$ cat config.mk
export PLATFORM = sky130hd
export DESIGN_NAME = keyword_value_source_parser_top_flat
export DESIGN_NICKNAME = d
export VERILOG_FILES = /design/src/rtl/core/kvsp_pkg.sv /design/src/rtl/core/kvsp_char_if.sv /design/src/rtl/core/kvsp_res_if.sv /design/src/rtl/core/kvsp_cfg_if.sv /design/src/rtl/core/keyword_value_source_parser_top.sv /design/src/rtl/core/kvsp_in_stage.sv /design/src/rtl/core/kvsp_name_store.sv /design/src/rtl/core/kvsp_engine.sv /design/src/flat_wrapper.sv
export SDC_FILE = /design/constraint.sdc
export NUM_CORES = 1
export LEC_CHECK = 0
export ABC_AREA = 0
export BUFFER_PORTS_ARGS = -buffer_cell sky130_fd_sc_hd__buf_2
export CAP_MARGIN = 20
export CELL_PAD_IN_SITES_DETAIL_PLACEMENT = 1
export CELL_PAD_IN_SITES_GLOBAL_PLACEMENT = 2
export CORE_MARGIN = 1
export CORE_UTILIZATION = 40
export CTS_BUF_LIST = sky130_fd_sc_hd__clkbuf_8
export CTS_CLUSTER_SIZE = 14
export DETAILED_ROUTE_END_ITERATION = 8
export GPL_TIMING_DRIVEN = 0
export PLACE_DENSITY = 0.86
export SETUP_SLACK_MARGIN = 0.05
export SLEW_MARGIN = 20
export SYNTH_ARGS = -nofsm -noshare
export SYNTH_HDL_FRONTEND = slang
export SYNTH_SLANG_ARGS = --single-unit
$ cat constraint.sdc
create_clock -name clk_i -period 3.3 [get_ports clk_i]
set_input_delay 0.165 -clock clk_i [delete_from_list [all_inputs] [get_ports clk_i]]
set_output_delay 0.165 -clock clk_i [all_outputs]
set_load 0.02 [all_outputs]
$ cat src/rtl/core/kvsp_pkg.sv
package kvsp_pkg;

  localparam int NUM_NAMES = 13;
  localparam int NAME_MAX  = 13;   // longest table entry, in bytes

  localparam logic [3:0]  UNKNOWN_FIELD  = 4'd12;
  localparam logic [15:0] MAX_LENGTH_RST = 16'd10000;

  localparam logic [7:0] CH_LPAREN    = 8'h28;
  localparam logic [7:0] CH_RPAREN    = 8'h29;
  localparam logic [7:0] CH_COLON     = 8'h3a;
  localparam logic [7:0] CH_QUOTE     = 8'h22;
  localparam logic [7:0] CH_BACKSLASH = 8'h5c;
  localparam logic [7:0] CH_SPACE     = 8'h20;

  // Field names, table order gives the field index.
  localparam logic [NAME_MAX*8-1:0] NAME_STR [NUM_NAMES] = '{
    "version", "ip-address", "ip-name", "tcp-port", "database-name",
    "cost", "cost-unit", "free", "maintainer", "description",
    "keyword-list", "source", "unknown"
  };

  localparam logic [15:0] NAME_LEN [NUM_NAMES] = '{
    16'd7, 16'd10, 16'd7, 16'd8, 16'd13,
    16'd4, 16'd9, 16'd4, 16'd10, 16'd11,
    16'd12, 16'd6, 16'd7
  };

  typedef enum logic [3:0] {
    ST_BEGIN        = 4'd0,
    ST_BEFORE_TAG   = 4'd1,
    ST_NAME         = 4'd2,
    ST_BEFORE_VALUE = 4'd3,
    ST_PLAIN        = 4'd4,
    ST_BRACKET      = 4'd5,
    ST_QUOTED       = 4'd6,
    ST_ESCAPE       = 4'd7,
    ST_DONE         = 4'd8
  } parse_state_e;

  typedef struct packed {
    logic       en;
    logic [7:0] data;
  } name_wr_t;

  typedef struct packed {
    logic [7:0] value_byte;
    logic       byte_valid;
    logic [3:0] field_index;
    logic       value_start;
    logic       commit;
    logic       finished;
  } result_t;

  // Byte k of table entry i, counted from the first character.
  function automatic logic [7:0] name_byte(input int i, input int k);
    logic [NAME_MAX*8-1:0] s;
    s = NAME_STR[i] << (8 * (NAME_MAX - int'(NAME_LEN[i])));
    return s[8*(NAME_MAX-1-k) +: 8];
  endfunction

endpackage

$ cat src/rtl/core/kvsp_char_if.sv
interface kvsp_char_if;
  logic       valid;
  logic       ready;
  logic [7:0] char_in;

  modport source (output valid, output char_in, input ready);
  modport sink   (input valid, input char_in, output ready);
endinterface

$ cat src/rtl/core/kvsp_res_if.sv
interface kvsp_res_if;
  logic       valid;
  logic       ready;
  logic [7:0] value_byte;
  logic       byte_valid;
  logic [3:0] field_index;
  logic       value_start;
  logic       commit;
  logic       finished;

  modport source (output valid, output value_byte, output byte_valid,
                  output field_index, output value_start, output commit,
                  output finished, input ready);
  modport sink   (input valid, input value_byte, input byte_valid,
                  input field_index, input value_start, input commit,
                  input finished, output ready);
endinterface

$ cat src/rtl/core/kvsp_cfg_if.sv
interface kvsp_cfg_if;
  logic        valid;
  logic        ready;
  logic [15:0] data;

  modport source (output valid, output data, input ready);
  modport sink   (input valid, input data, output ready);
endinterface

$ cat src/rtl/core/keyword_value_source_parser_top.sv
// Channel | Dir | Payload                                       | Beat taken when
// in_i    | in  | char_in[7:0]                                  | valid & ready
// cfg_i   | in  | data[15:0] -> max_length                      | valid & ready (ready tied)
// res_o   | out | value_byte, byte_valid, field_index,          | valid & ready
//         |     | value_start, commit, finished                 |
//
// One byte per clock sustained while res_o is not stalled; a taken byte reaches
// res_o through the input register, then the result register.
// The rate is set by the single pass from the input register through the
// state update and the parallel name compare into the result register.
// Reset (rst_ni, async, active low) clears the parser state and loads
// max_length with 10000; the name store holds no reset and needs no sweep.
// A stall on res_o holds the result register; the input register takes one more
// beat only if it is empty, then in_i.ready drops until the result is taken.
module keyword_value_source_parser_top import kvsp_pkg::*; #(
  parameter int NAME_CHARS = 16
) (
  input  logic         clk_i,
  input  logic         rst_ni,
  kvsp_char_if.sink    in_i,
  kvsp_cfg_if.sink     cfg_i,
  kvsp_res_if.source   res_o
);

  logic       adv;
  logic       item_valid;
  logic [7:0] item_char;
  logic       res_valid;
  result_t    res;

  // Configuration writes land at once; touch the register only while idle (unenforced).
  assign cfg_i.ready = 1'b1;

  // Hold the incoming byte until the engine can advance it.
  kvsp_in_stage u_in_stage (
    .clk_i   (clk_i),
    .rst_ni  (rst_ni),
    .valid_i (in_i.valid),
    .char_i  (in_i.char_in),
    .ready_o (in_i.ready),
    .adv_i   (adv),
    .valid_o (item_valid),
    .char_o  (item_char)
  );

  // Parse state, name match and result register.
  kvsp_engine #(
    .NAME_CHARS (NAME_CHARS)
  ) u_engine (
    .clk_i       (clk_i),
    .rst_ni      (rst_ni),
    .cfg_we_i    (cfg_i.valid),
    .cfg_data_i  (cfg_i.data),
    .in_valid_i  (item_valid),
    .char_i      (item_char),
    .adv_o       (adv),
    .out_ready_i (res_o.ready),
    .out_valid_o (res_valid),
    .res_o       (res)
  );

  // Drive the result beat.
  assign res_o.valid       = res_valid;
  assign res_o.value_byte  = res.value_byte;
  assign res_o.byte_valid  = res.byte_valid;
  assign res_o.field_index = res.field_index;
  assign res_o.value_start = res.value_start;
  assign res_o.commit      = res.commit;
  assign res_o.finished    = res.finished;

endmodule

$ cat src/rtl/core/kvsp_in_stage.sv
module kvsp_in_stage import kvsp_pkg::*; (
  input  logic       clk_i,
  input  logic       rst_ni,
  input  logic       valid_i,
  input  logic [7:0] char_i,
  output logic       ready_o,
  input  logic       adv_i,
  output logic       valid_o,
  output logic [7:0] char_o
);

  logic       valid_q, valid_d;
  logic [7:0] char_q;

  // Take a new beat when empty or when the held byte moves on.
  assign ready_o = !valid_q || adv_i;

  always_comb begin
    valid_d = valid_q;
    if (ready_o) begin
      valid_d = valid_i;
    end
  end

  always_ff @(posedge clk_i or negedge rst_ni) begin
    if (!rst_ni) begin
      valid_q <= 1'b0;
    end else begin
      valid_q <= valid_d;
    end
  end

  always_ff @(posedge clk_i) begin
    if (ready_o && valid_i) begin
      char_q <= char_i;
    end
  end

  assign valid_o = valid_q;
  assign char_o  = char_q;

endmodule

$ cat src/rtl/core/kvsp_name_store.sv
module kvsp_name_store import kvsp_pkg::*; #(
  parameter int NAME_CHARS = 16
) (
  input  logic        clk_i,
  input  name_wr_t    wr_i,
  input  logic [15:0] count_i,
  output logic [3:0]  field_idx_o
);

  localparam int IDX_W = $clog2(NAME_CHARS);

  logic [7:0] store_q [NAME_CHARS];
  logic       hit;

  // Hold only the first NAME_CHARS bytes of a name.
  always_ff @(posedge clk_i) begin
    if (wr_i.en && (count_i < 16'(NAME_CHARS))) begin
      store_q[count_i[IDX_W-1:0]] <= wr_i.data;
    end
  end

  // Compare against every table entry at once; lowest index wins.
  always_comb begin
    field_idx_o = UNKNOWN_FIELD;
    for (int i = NUM_NAMES - 1; i >= 0; i--) begin
      hit = (count_i == NAME_LEN[i]);
      for (int k = 0; k < NAME_MAX; k++) begin
        if (k < int'(NAME_LEN[i])) begin
          hit = hit && (store_q[IDX_W'(k)] == name_byte(i, k));
        end
      end
      if (hit) begin
        field_idx_o = 4'(i);
      end
    end
  end

endmodule

$ cat src/rtl/core/kvsp_engine.sv
module kvsp_engine import kvsp_pkg::*; #(
  parameter int NAME_CHARS = 16
) (
  input  logic        clk_i,
  input  logic        rst_ni,
  input  logic        cfg_we_i,
  input  logic [15:0] cfg_data_i,
  input  logic        in_valid_i,
  input  logic [7:0]  char_i,
  output logic        adv_o,
  input  logic        out_ready_i,
  output logic        out_valid_o,
  output result_t     res_o
);

  parse_state_e state_q, state_d;
  logic [15:0]  count_q, count_d;
  logic [3:0]   field_q, field_d;
  logic [15:0]  max_len_q;
  logic         out_valid_q, out_valid_d;
  result_t      res_q, res_d;
  name_wr_t     name_wr;
  logic [3:0]   match_idx;
  logic         white;
  logic         keep_ok;

  kvsp_name_store #(
    .NAME_CHARS (NAME_CHARS)
  ) u_name_store (
    .clk_i       (clk_i),
    .wr_i        (name_wr),
    .count_i     (count_q),
    .field_idx_o (match_idx)
  );

  assign adv_o   = in_valid_i && (!out_valid_q || out_ready_i);
  assign white   = (char_i <= CH_SPACE);
  assign keep_ok = (count_q < max_len_q);

  always_comb begin
    state_d = state_q;
    count_d = count_q;
    field_d = field_q;
    res_d   = '0;
    name_wr = '{en: 1'b0, data: char_i};
    case (state_q)
      ST_BEGIN: begin
        if (char_i == CH_LPAREN) begin
          state_d = ST_BEFORE_TAG;
        end
      end
      ST_BEFORE_TAG: begin
        if (char_i == CH_RPAREN) begin
          state_d = ST_DONE;
        end else if (char_i == CH_COLON) begin
          count_d = '0;
          state_d = ST_NAME;
        end
      end
      ST_NAME: begin
        if (white) begin
          field_d = match_idx;
          state_d = ST_BEFORE_VALUE;
        end else if (keep_ok) begin
          name_wr.en = adv_o;
          count_d    = count_q + 16'd1;
        end
      end
      ST_BEFORE_VALUE: begin
        if (char_i == CH_RPAREN) begin
          state_d = ST_DONE;
        end else if (!white) begin
          res_d.value_start = 1'b1;
          if (char_i == CH_QUOTE) begin
            count_d = '0;
            state_d = ST_QUOTED;
          end else begin
            count_d          = 16'd1;
            res_d.value_byte = char_i;
            res_d.byte_valid = 1'b1;
            state_d = (char_i == CH_LPAREN) ? ST_BRACKET : ST_PLAIN;
          end
        end
      end
      ST_PLAIN: begin
        if (white) begin
          res_d.commit = 1'b1;
          state_d      = ST_BEFORE_TAG;
        end else if (keep_ok) begin
          count_d          = count_q + 16'd1;
          res_d.value_byte = char_i;
          res_d.byte_valid = 1'b1;
        end
      end
      ST_BRACKET: begin
        if (char_i == CH_RPAREN) begin
          res_d.commit = 1'b1;
          state_d      = ST_BEFORE_TAG;
        end else if (keep_ok) begin
          count_d          = count_q + 16'd1;
          res_d.value_byte = char_i;
          res_d.byte_valid = 1'b1;
        end
      end
      ST_QUOTED: begin
        if (char_i == CH_QUOTE) begin
          res_d.commit = 1'b1;
          state_d      = ST_BEFORE_TAG;
        end else if (char_i == CH_BACKSLASH) begin
          state_d = ST_ESCAPE;
        end else if (keep_ok) begin
          count_d          = count_q + 16'd1;
          res_d.value_byte = char_i;
          res_d.byte_valid = 1'b1;
        end
      end
      ST_ESCAPE: begin
        if (keep_ok) begin
          count_d          = count_q + 16'd1;
          res_d.value_byte = char_i;
          res_d.byte_valid = 1'b1;
        end
        state_d = ST_QUOTED;
      end
      default: begin
        state_d = ST_DONE;
      end
    endcase
    res_d.field_index = field_d;
    res_d.finished    = (state_d == ST_DONE);
  end

  // Result register: load on advance, drop once taken.
  always_comb begin
    out_valid_d = out_valid_q;
    if (adv_o) begin
      out_valid_d = 1'b1;
    end else if (out_ready_i) begin
      out_valid_d = 1'b0;
    end
  end

  always_ff @(posedge clk_i or negedge rst_ni) begin
    if (!rst_ni) begin
      state_q     <= ST_BEGIN;
      count_q     <= '0;
      field_q     <= '0;
      max_len_q   <= MAX_LENGTH_RST;
      out_valid_q <= 1'b0;
    end else begin
      out_valid_q <= out_valid_d;
      if (cfg_we_i) begin
        max_len_q <= cfg_data_i;
      end
      if (adv_o) begin
        state_q <= state_d;
        count_q <= count_d;
        field_q <= field_d;
      end
    end
  end

  always_ff @(posedge clk_i) begin
    if (adv_o) begin
      res_q <= res_d;
    end
  end

  assign out_valid_o = out_valid_q;
  assign res_o       = res_q;

  a_done_sticks: assert property (@(posedge clk_i) disable iff (!rst_ni)
    (state_q == ST_DONE) |=> (state_q == ST_DONE))
    else $error("parser left the done state");

  a_start_xor_commit: assert property (@(posedge clk_i) disable iff (!rst_ni)
    out_valid_q |-> !(res_q.value_start && res_q.commit))
    else $error("value start and commit on one beat");

  a_field_range: assert property (@(posedge clk_i) disable iff (!rst_ni)
    field_q <= UNKNOWN_FIELD)
    else $error("field number out of range");

  a_held_on_stall: assert property (@(posedge clk_i) disable iff (!rst_ni)
    (out_valid_q && !out_ready_i) |=> (out_valid_q && $stable(res_q)))
    else $error("stalled result changed");

  a_finished_follows: assert property (@(posedge clk_i) disable iff (!rst_ni)
    (adv_o && res_d.finished) |=> (state_q == ST_DONE))
    else $error("finished flag without done state");

endmodule

$ cat src/flat_wrapper.sv
// flat-port wrapper written by rule: the top's interface ports become plain ports
module keyword_value_source_parser_top_flat import kvsp_pkg::*;
#(
  parameter int NAME_CHARS = 16
)
  (clk_i, rst_ni, in_i_valid, in_i_char_in, in_i_ready, cfg_i_valid, cfg_i_data, cfg_i_ready, res_o_valid, res_o_value_byte, res_o_byte_valid, res_o_field_index, res_o_value_start, res_o_commit, res_o_finished, res_o_ready);
  kvsp_char_if in_i_i ();
  kvsp_cfg_if cfg_i_i ();
  kvsp_res_if res_o_i ();
  input  logic clk_i;
  input  logic rst_ni;
  input wire logic [$bits(in_i_i.valid)-1:0] in_i_valid;
  input wire logic [$bits(in_i_i.char_in)-1:0] in_i_char_in;
  output wire logic [$bits(in_i_i.ready)-1:0] in_i_ready;
  input wire logic [$bits(cfg_i_i.valid)-1:0] cfg_i_valid;
  input wire logic [$bits(cfg_i_i.data)-1:0] cfg_i_data;
  output wire logic [$bits(cfg_i_i.ready)-1:0] cfg_i_ready;
  output wire logic [$bits(res_o_i.valid)-1:0] res_o_valid;
  output wire logic [$bits(res_o_i.value_byte)-1:0] res_o_value_byte;
  output wire logic [$bits(res_o_i.byte_valid)-1:0] res_o_byte_valid;
  output wire logic [$bits(res_o_i.field_index)-1:0] res_o_field_index;
  output wire logic [$bits(res_o_i.value_start)-1:0] res_o_value_start;
  output wire logic [$bits(res_o_i.commit)-1:0] res_o_commit;
  output wire logic [$bits(res_o_i.finished)-1:0] res_o_finished;
  input wire logic [$bits(res_o_i.ready)-1:0] res_o_ready;
  assign in_i_i.valid = in_i_valid;
  assign in_i_i.char_in = in_i_char_in;
  assign in_i_ready = in_i_i.ready;
  assign cfg_i_i.valid = cfg_i_valid;
  assign cfg_i_i.data = cfg_i_data;
  assign cfg_i_ready = cfg_i_i.ready;
  assign res_o_valid = res_o_i.valid;
  assign res_o_value_byte = res_o_i.value_byte;
  assign res_o_byte_valid = res_o_i.byte_valid;
  assign res_o_field_index = res_o_i.field_index;
  assign res_o_value_start = res_o_i.value_start;
  assign res_o_commit = res_o_i.commit;
  assign res_o_finished = res_o_i.finished;
  assign res_o_i.ready = res_o_ready;
  keyword_value_source_parser_top #(.NAME_CHARS(NAME_CHARS)) u_core (.clk_i(clk_i), .rst_ni(rst_ni), .in_i(in_i_i), .cfg_i(cfg_i_i), .res_o(res_o_i));
endmodule
==> results.md <==
* Status: finished, final reports clean
* Die Ht at 147 µm
* EDFF count, synth at 128
* Total GRT Usage at 0.274
* Avg WL per Cell at ~25 µm
* CTS tree: yes
* Die ar. at 0.0216 mm²
* Slowest stage delay, CP at between 0.8 and 0.9 ns
* Starting density of the core at 0.412
* Clk_skew at 0.0235 ns
* Worst reg-to-reg setup slack at roughly 0.086 ns
* Hold Crit Class: input port to async pin
* Rows at 52
* Leading cell types in the layout, fill and taps excluded: edfxtp_1 (128), nand2_1 (69), buf_2 (46)
* Async set or reset register ratio after synthesis at 0.247
* Share of layout cells above drive strength 1 at 0.174
* Max Freq at 0.311 GHz
* Final HPWL DP at 19900 µm
* Synth Area in Compound Gates at 0.0792
* Worst reg2reg path startpoint: u_core.u_engine.u_name_store.store_q[1][7]$_DFFE_PP_
* Main combinational cell family by area after synthesis: simple AND/OR/NAND/NOR gates
* Total CTS buffers at 17
* Final Max Tran Viols at 0
* Leakage at 3.57 nW
* RSZ-0062 raised after global routing: false
* Largest net degree at the start of global routing at 43
* Residual DRC count at 0
* Maxcap violations at 0
* Gate Count Post-Synth at 727
* Most common cell after layout, fill and taps aside: edfxtp_1
* Tot Pwr at 4.26 mW
* Critical path, cell by cell: and3b_1, nand4_1, nor4_1, nand4bb_4, o41ai_4, nor4_2, a21o_1
* Pwr/cell area at between 400 and 500 mW/mm²
* Final wirelength at 28800 µm
* Mapped Nets at 775
* Top-area cell type share of the netlist area at 0.456
* Largest fanout on the critical path at 5
* Synth-to-layout area growth at 19.2%
* Initial DRC Count at roughly 520
* Crit path capture type: flop
* First-pass GRT wire length at 43800 µm
* Total gr overflow at 0
* Synth Area in Adders at 0.0282
* CP max-delay cell: nor4_1
* Fraction of synthesized cell area in xor and xnor cells at 0
* Vias in the first global route at between 7000 and 8000
* Final worst path period need at 3.21 ns
* Vias per cell at around 6
* Clk_lat worst skew at 0.50 ns
* Setup Crit Path Kind: flop to flop
* Synth area leaders: edfxtp_1 (46%), dfrtp_1 (11%), nand2_1 (3.1%), ha_1 (2.8%), nor4_1 (2.2%)
* CP top delay family: simple AND/OR/NAND/NOR gates
* Vias at approximately 7000
* Die W at 147 µm
* Antenna Nets Post-Route at 0
* IO buf count at between 40 and 50
* Sink Count at 170
* Ys flop type: edfxtp_1
* Initial antenna violation count at 0
* Final-report setup violation count at 0
* Worst path bufs/invs at 0
* Count of final hold-check violations at 0
* Period Utilization, post-route at 0.974
* Mean Syn Cell Area at 11.6 µm²
* Reg2reg end: u_core.u_engine.res_o[6]$_DFFE_PP_
* H-tree Lvls at 4
* Clock buffer depth at 2
* Diode count at 0
* Post-Synth Simple-Gate Area at 0.282
* Drt pass-1 iters at 5
* Worst rel slew slack at 0.341
* Seq/Total Area, Yosys at 0.582
* Worst vdd ir at 0.398 mV
* I/O pins at 48
* Mapped cell area at 0.00843 mm²
* Worst slew pin tran at 0.979 ns
* Yosys top cell by area: edfxtp_1
* Global placement routability congestion at 1.00
* Worst-path clk slew at 0.11 ns
* Yosys reg bits at 170
* CP Data Required Time at 3.56 ns
* Root Driver: clkbuf_8
* Yosys warning count at 0
* R2R depth at 7
* Worst setup SP type: flop
* Core area at 0.0204 mm²
* Multiplexer area fraction after synthesis at 0.00490
* CP arrival at 3.47 ns
* Yosys cell types at 70
* Final Net Count at roughly 900
* Final Util at 0.492
[cell type report]
cell class	instances	area [µm²]
Tap cell	270	338
Inverter	32	120
Sequential cell	170	4900
Clock buffer	17	234
Timing Repair Buffer	104	761
Multi-Input combinational cell	508	3400
Buffer	16	76.3
Clock inverter	15	219
Fill cell	2198	10400
[kinds of logic after synthesis]
group / Yosys count
other: 1
buffers and inverters: 49
AOI/OAI and AO/OA: 106
muxes: 4
and+or+nand+nor: 378
DFF: 170
adders and majority gates: 19
[worst register-to-register path, cell delays in order (launching register included)]
cell and delay, ns:
edfxtp_1 0.40, and3b_1 0.40, nand4_1 0.32, nor4_1 0.89, nand4bb_4 0.26, o41ai_4 0.39, nor4_2 0.14, a21o_1 0.18
[per-layer routing]
metal,part of all wire,GRT usage,vias up
met3,0.055,0.0422,47
met2,0.48,0.442,265
met1,0.44,0.373,3600
li1,-,-,3078
met4,0.024,0.101,0
met5,0,0,-
[cell usage after synthesis, types with 3 or more instances]
cell and instances:
edfxtp_1 128, nand2_1 69, dfrtp_1 37, o21ai_0 35, inv_1 30, nor2_1 30, nor4_1 29, nand3_1 28
a21oi_1 27, nand4_1 27, nor3_1 23, ha_1 19, nor2b_1 16, and2_1 13, clkbuf_1 13, nand2b_1 13
nand4b_1 13, or4_1 13, and3_1 12, nor4b_1 12, o31ai_1 11, nand3b_1 10, nor3b_1 9, nor4bb_1 9
a31oi_1 8, or3_1 7, and4_1 5, and4b_1 5, dfstp_2 5, or4bb_1 5, a21o_1 4, and4bb_2 4
or3b_2 4, and3b_1 3, mux2i_1 3, or2_1 3
[metrics by stage]
stage | hold slack, ns | std cells | cell area (µm²) | setup slack [ns] | TNS (ns)
floorplan | -0.131 | 727 | 8430 | 0.439 | 0
global placement | 0.343 | 1043 | 8990 | -0.643 | -14.22
detailed placement | 0.343 | 1043 | 9000 | -0.646 | -13.18
CTS | 0.198 | 1118 | 9940 | 0.169 | 0
global route | 0.247 | 1132 | 10000 | 0.0425 | 0
finish | 0.208 | 1132 | 10000 | 0.0856 | 0
[report_power, final]
part / internal, mW / switching [mW]
logic: 0.103 / 0.172
registers: 2.35 / 0.0231
clock network: 0.619 / 0.998
total: 3.07 / 1.19
[worst max path at each step]
| stage | startpoint | depth (start not counted) | to |
|---|---|---|---|
| floorplan | u_core.u_engine.max_len_q[9]$_DFFE_PN1P_ | 10 | u_core.u_engine.u_name_store.store_q[0][0]$_DFFE_PP_ |
| global placement | u_core.u_engine.count_q[13]$_DFFE_PN0P_ | 7 | u_core.u_engine.u_name_store.store_q[0][4]$_DFFE_PP_ |
| detailed placement | u_core.u_engine.count_q[13]$_DFFE_PN0P_ | 7 | u_core.u_engine.u_name_store.store_q[4][6]$_DFFE_PP_ |
| CTS | u_core.u_in_stage.char_o[6]$_DFFE_PP_ | 7 | u_core.u_engine.count_q[7]$_DFFE_PN0P_ |
| global route | u_core.u_engine.u_name_store.store_q[1][7]$_DFFE_PP_ | 7 | u_core.u_engine.res_o[6]$_DFFE_PP_ |
| finish | u_core.u_engine.u_name_store.store_q[1][7]$_DFFE_PP_ | 7 | u_core.u_engine.res_o[6]$_DFFE_PP_ |
[sequential cells by signal, indices dropped and copies added, names as in the netlist]
register,flops
u_core.u_in_stage.valid_o,1
u_core.u_engine.res_o,16
u_core.u_in_stage.char_o,8
u_core.u_engine.field_q,4
u_core.u_engine.state_q,4
u_core.u_engine.count_q,16
u_core.u_engine.max_len_q,16
u_core.u_engine.u_name_store.store_q,104
u_core.u_engine.out_valid_o,1
[timing repair]
| action | 4_1_cts | 5_1_grt |
|---|---|---|
| hold buffers | 29 | 0 |
| buffers inserted | 15 | 14 |
| endpoints found under the setup margin | 81 | 25 |
| hold endpoints to repair | 63 | 0 |
| pin swaps | 2 | 0 |
| gates resized for setup | 12 | 1 |
(Power assumes the default switching activity.)
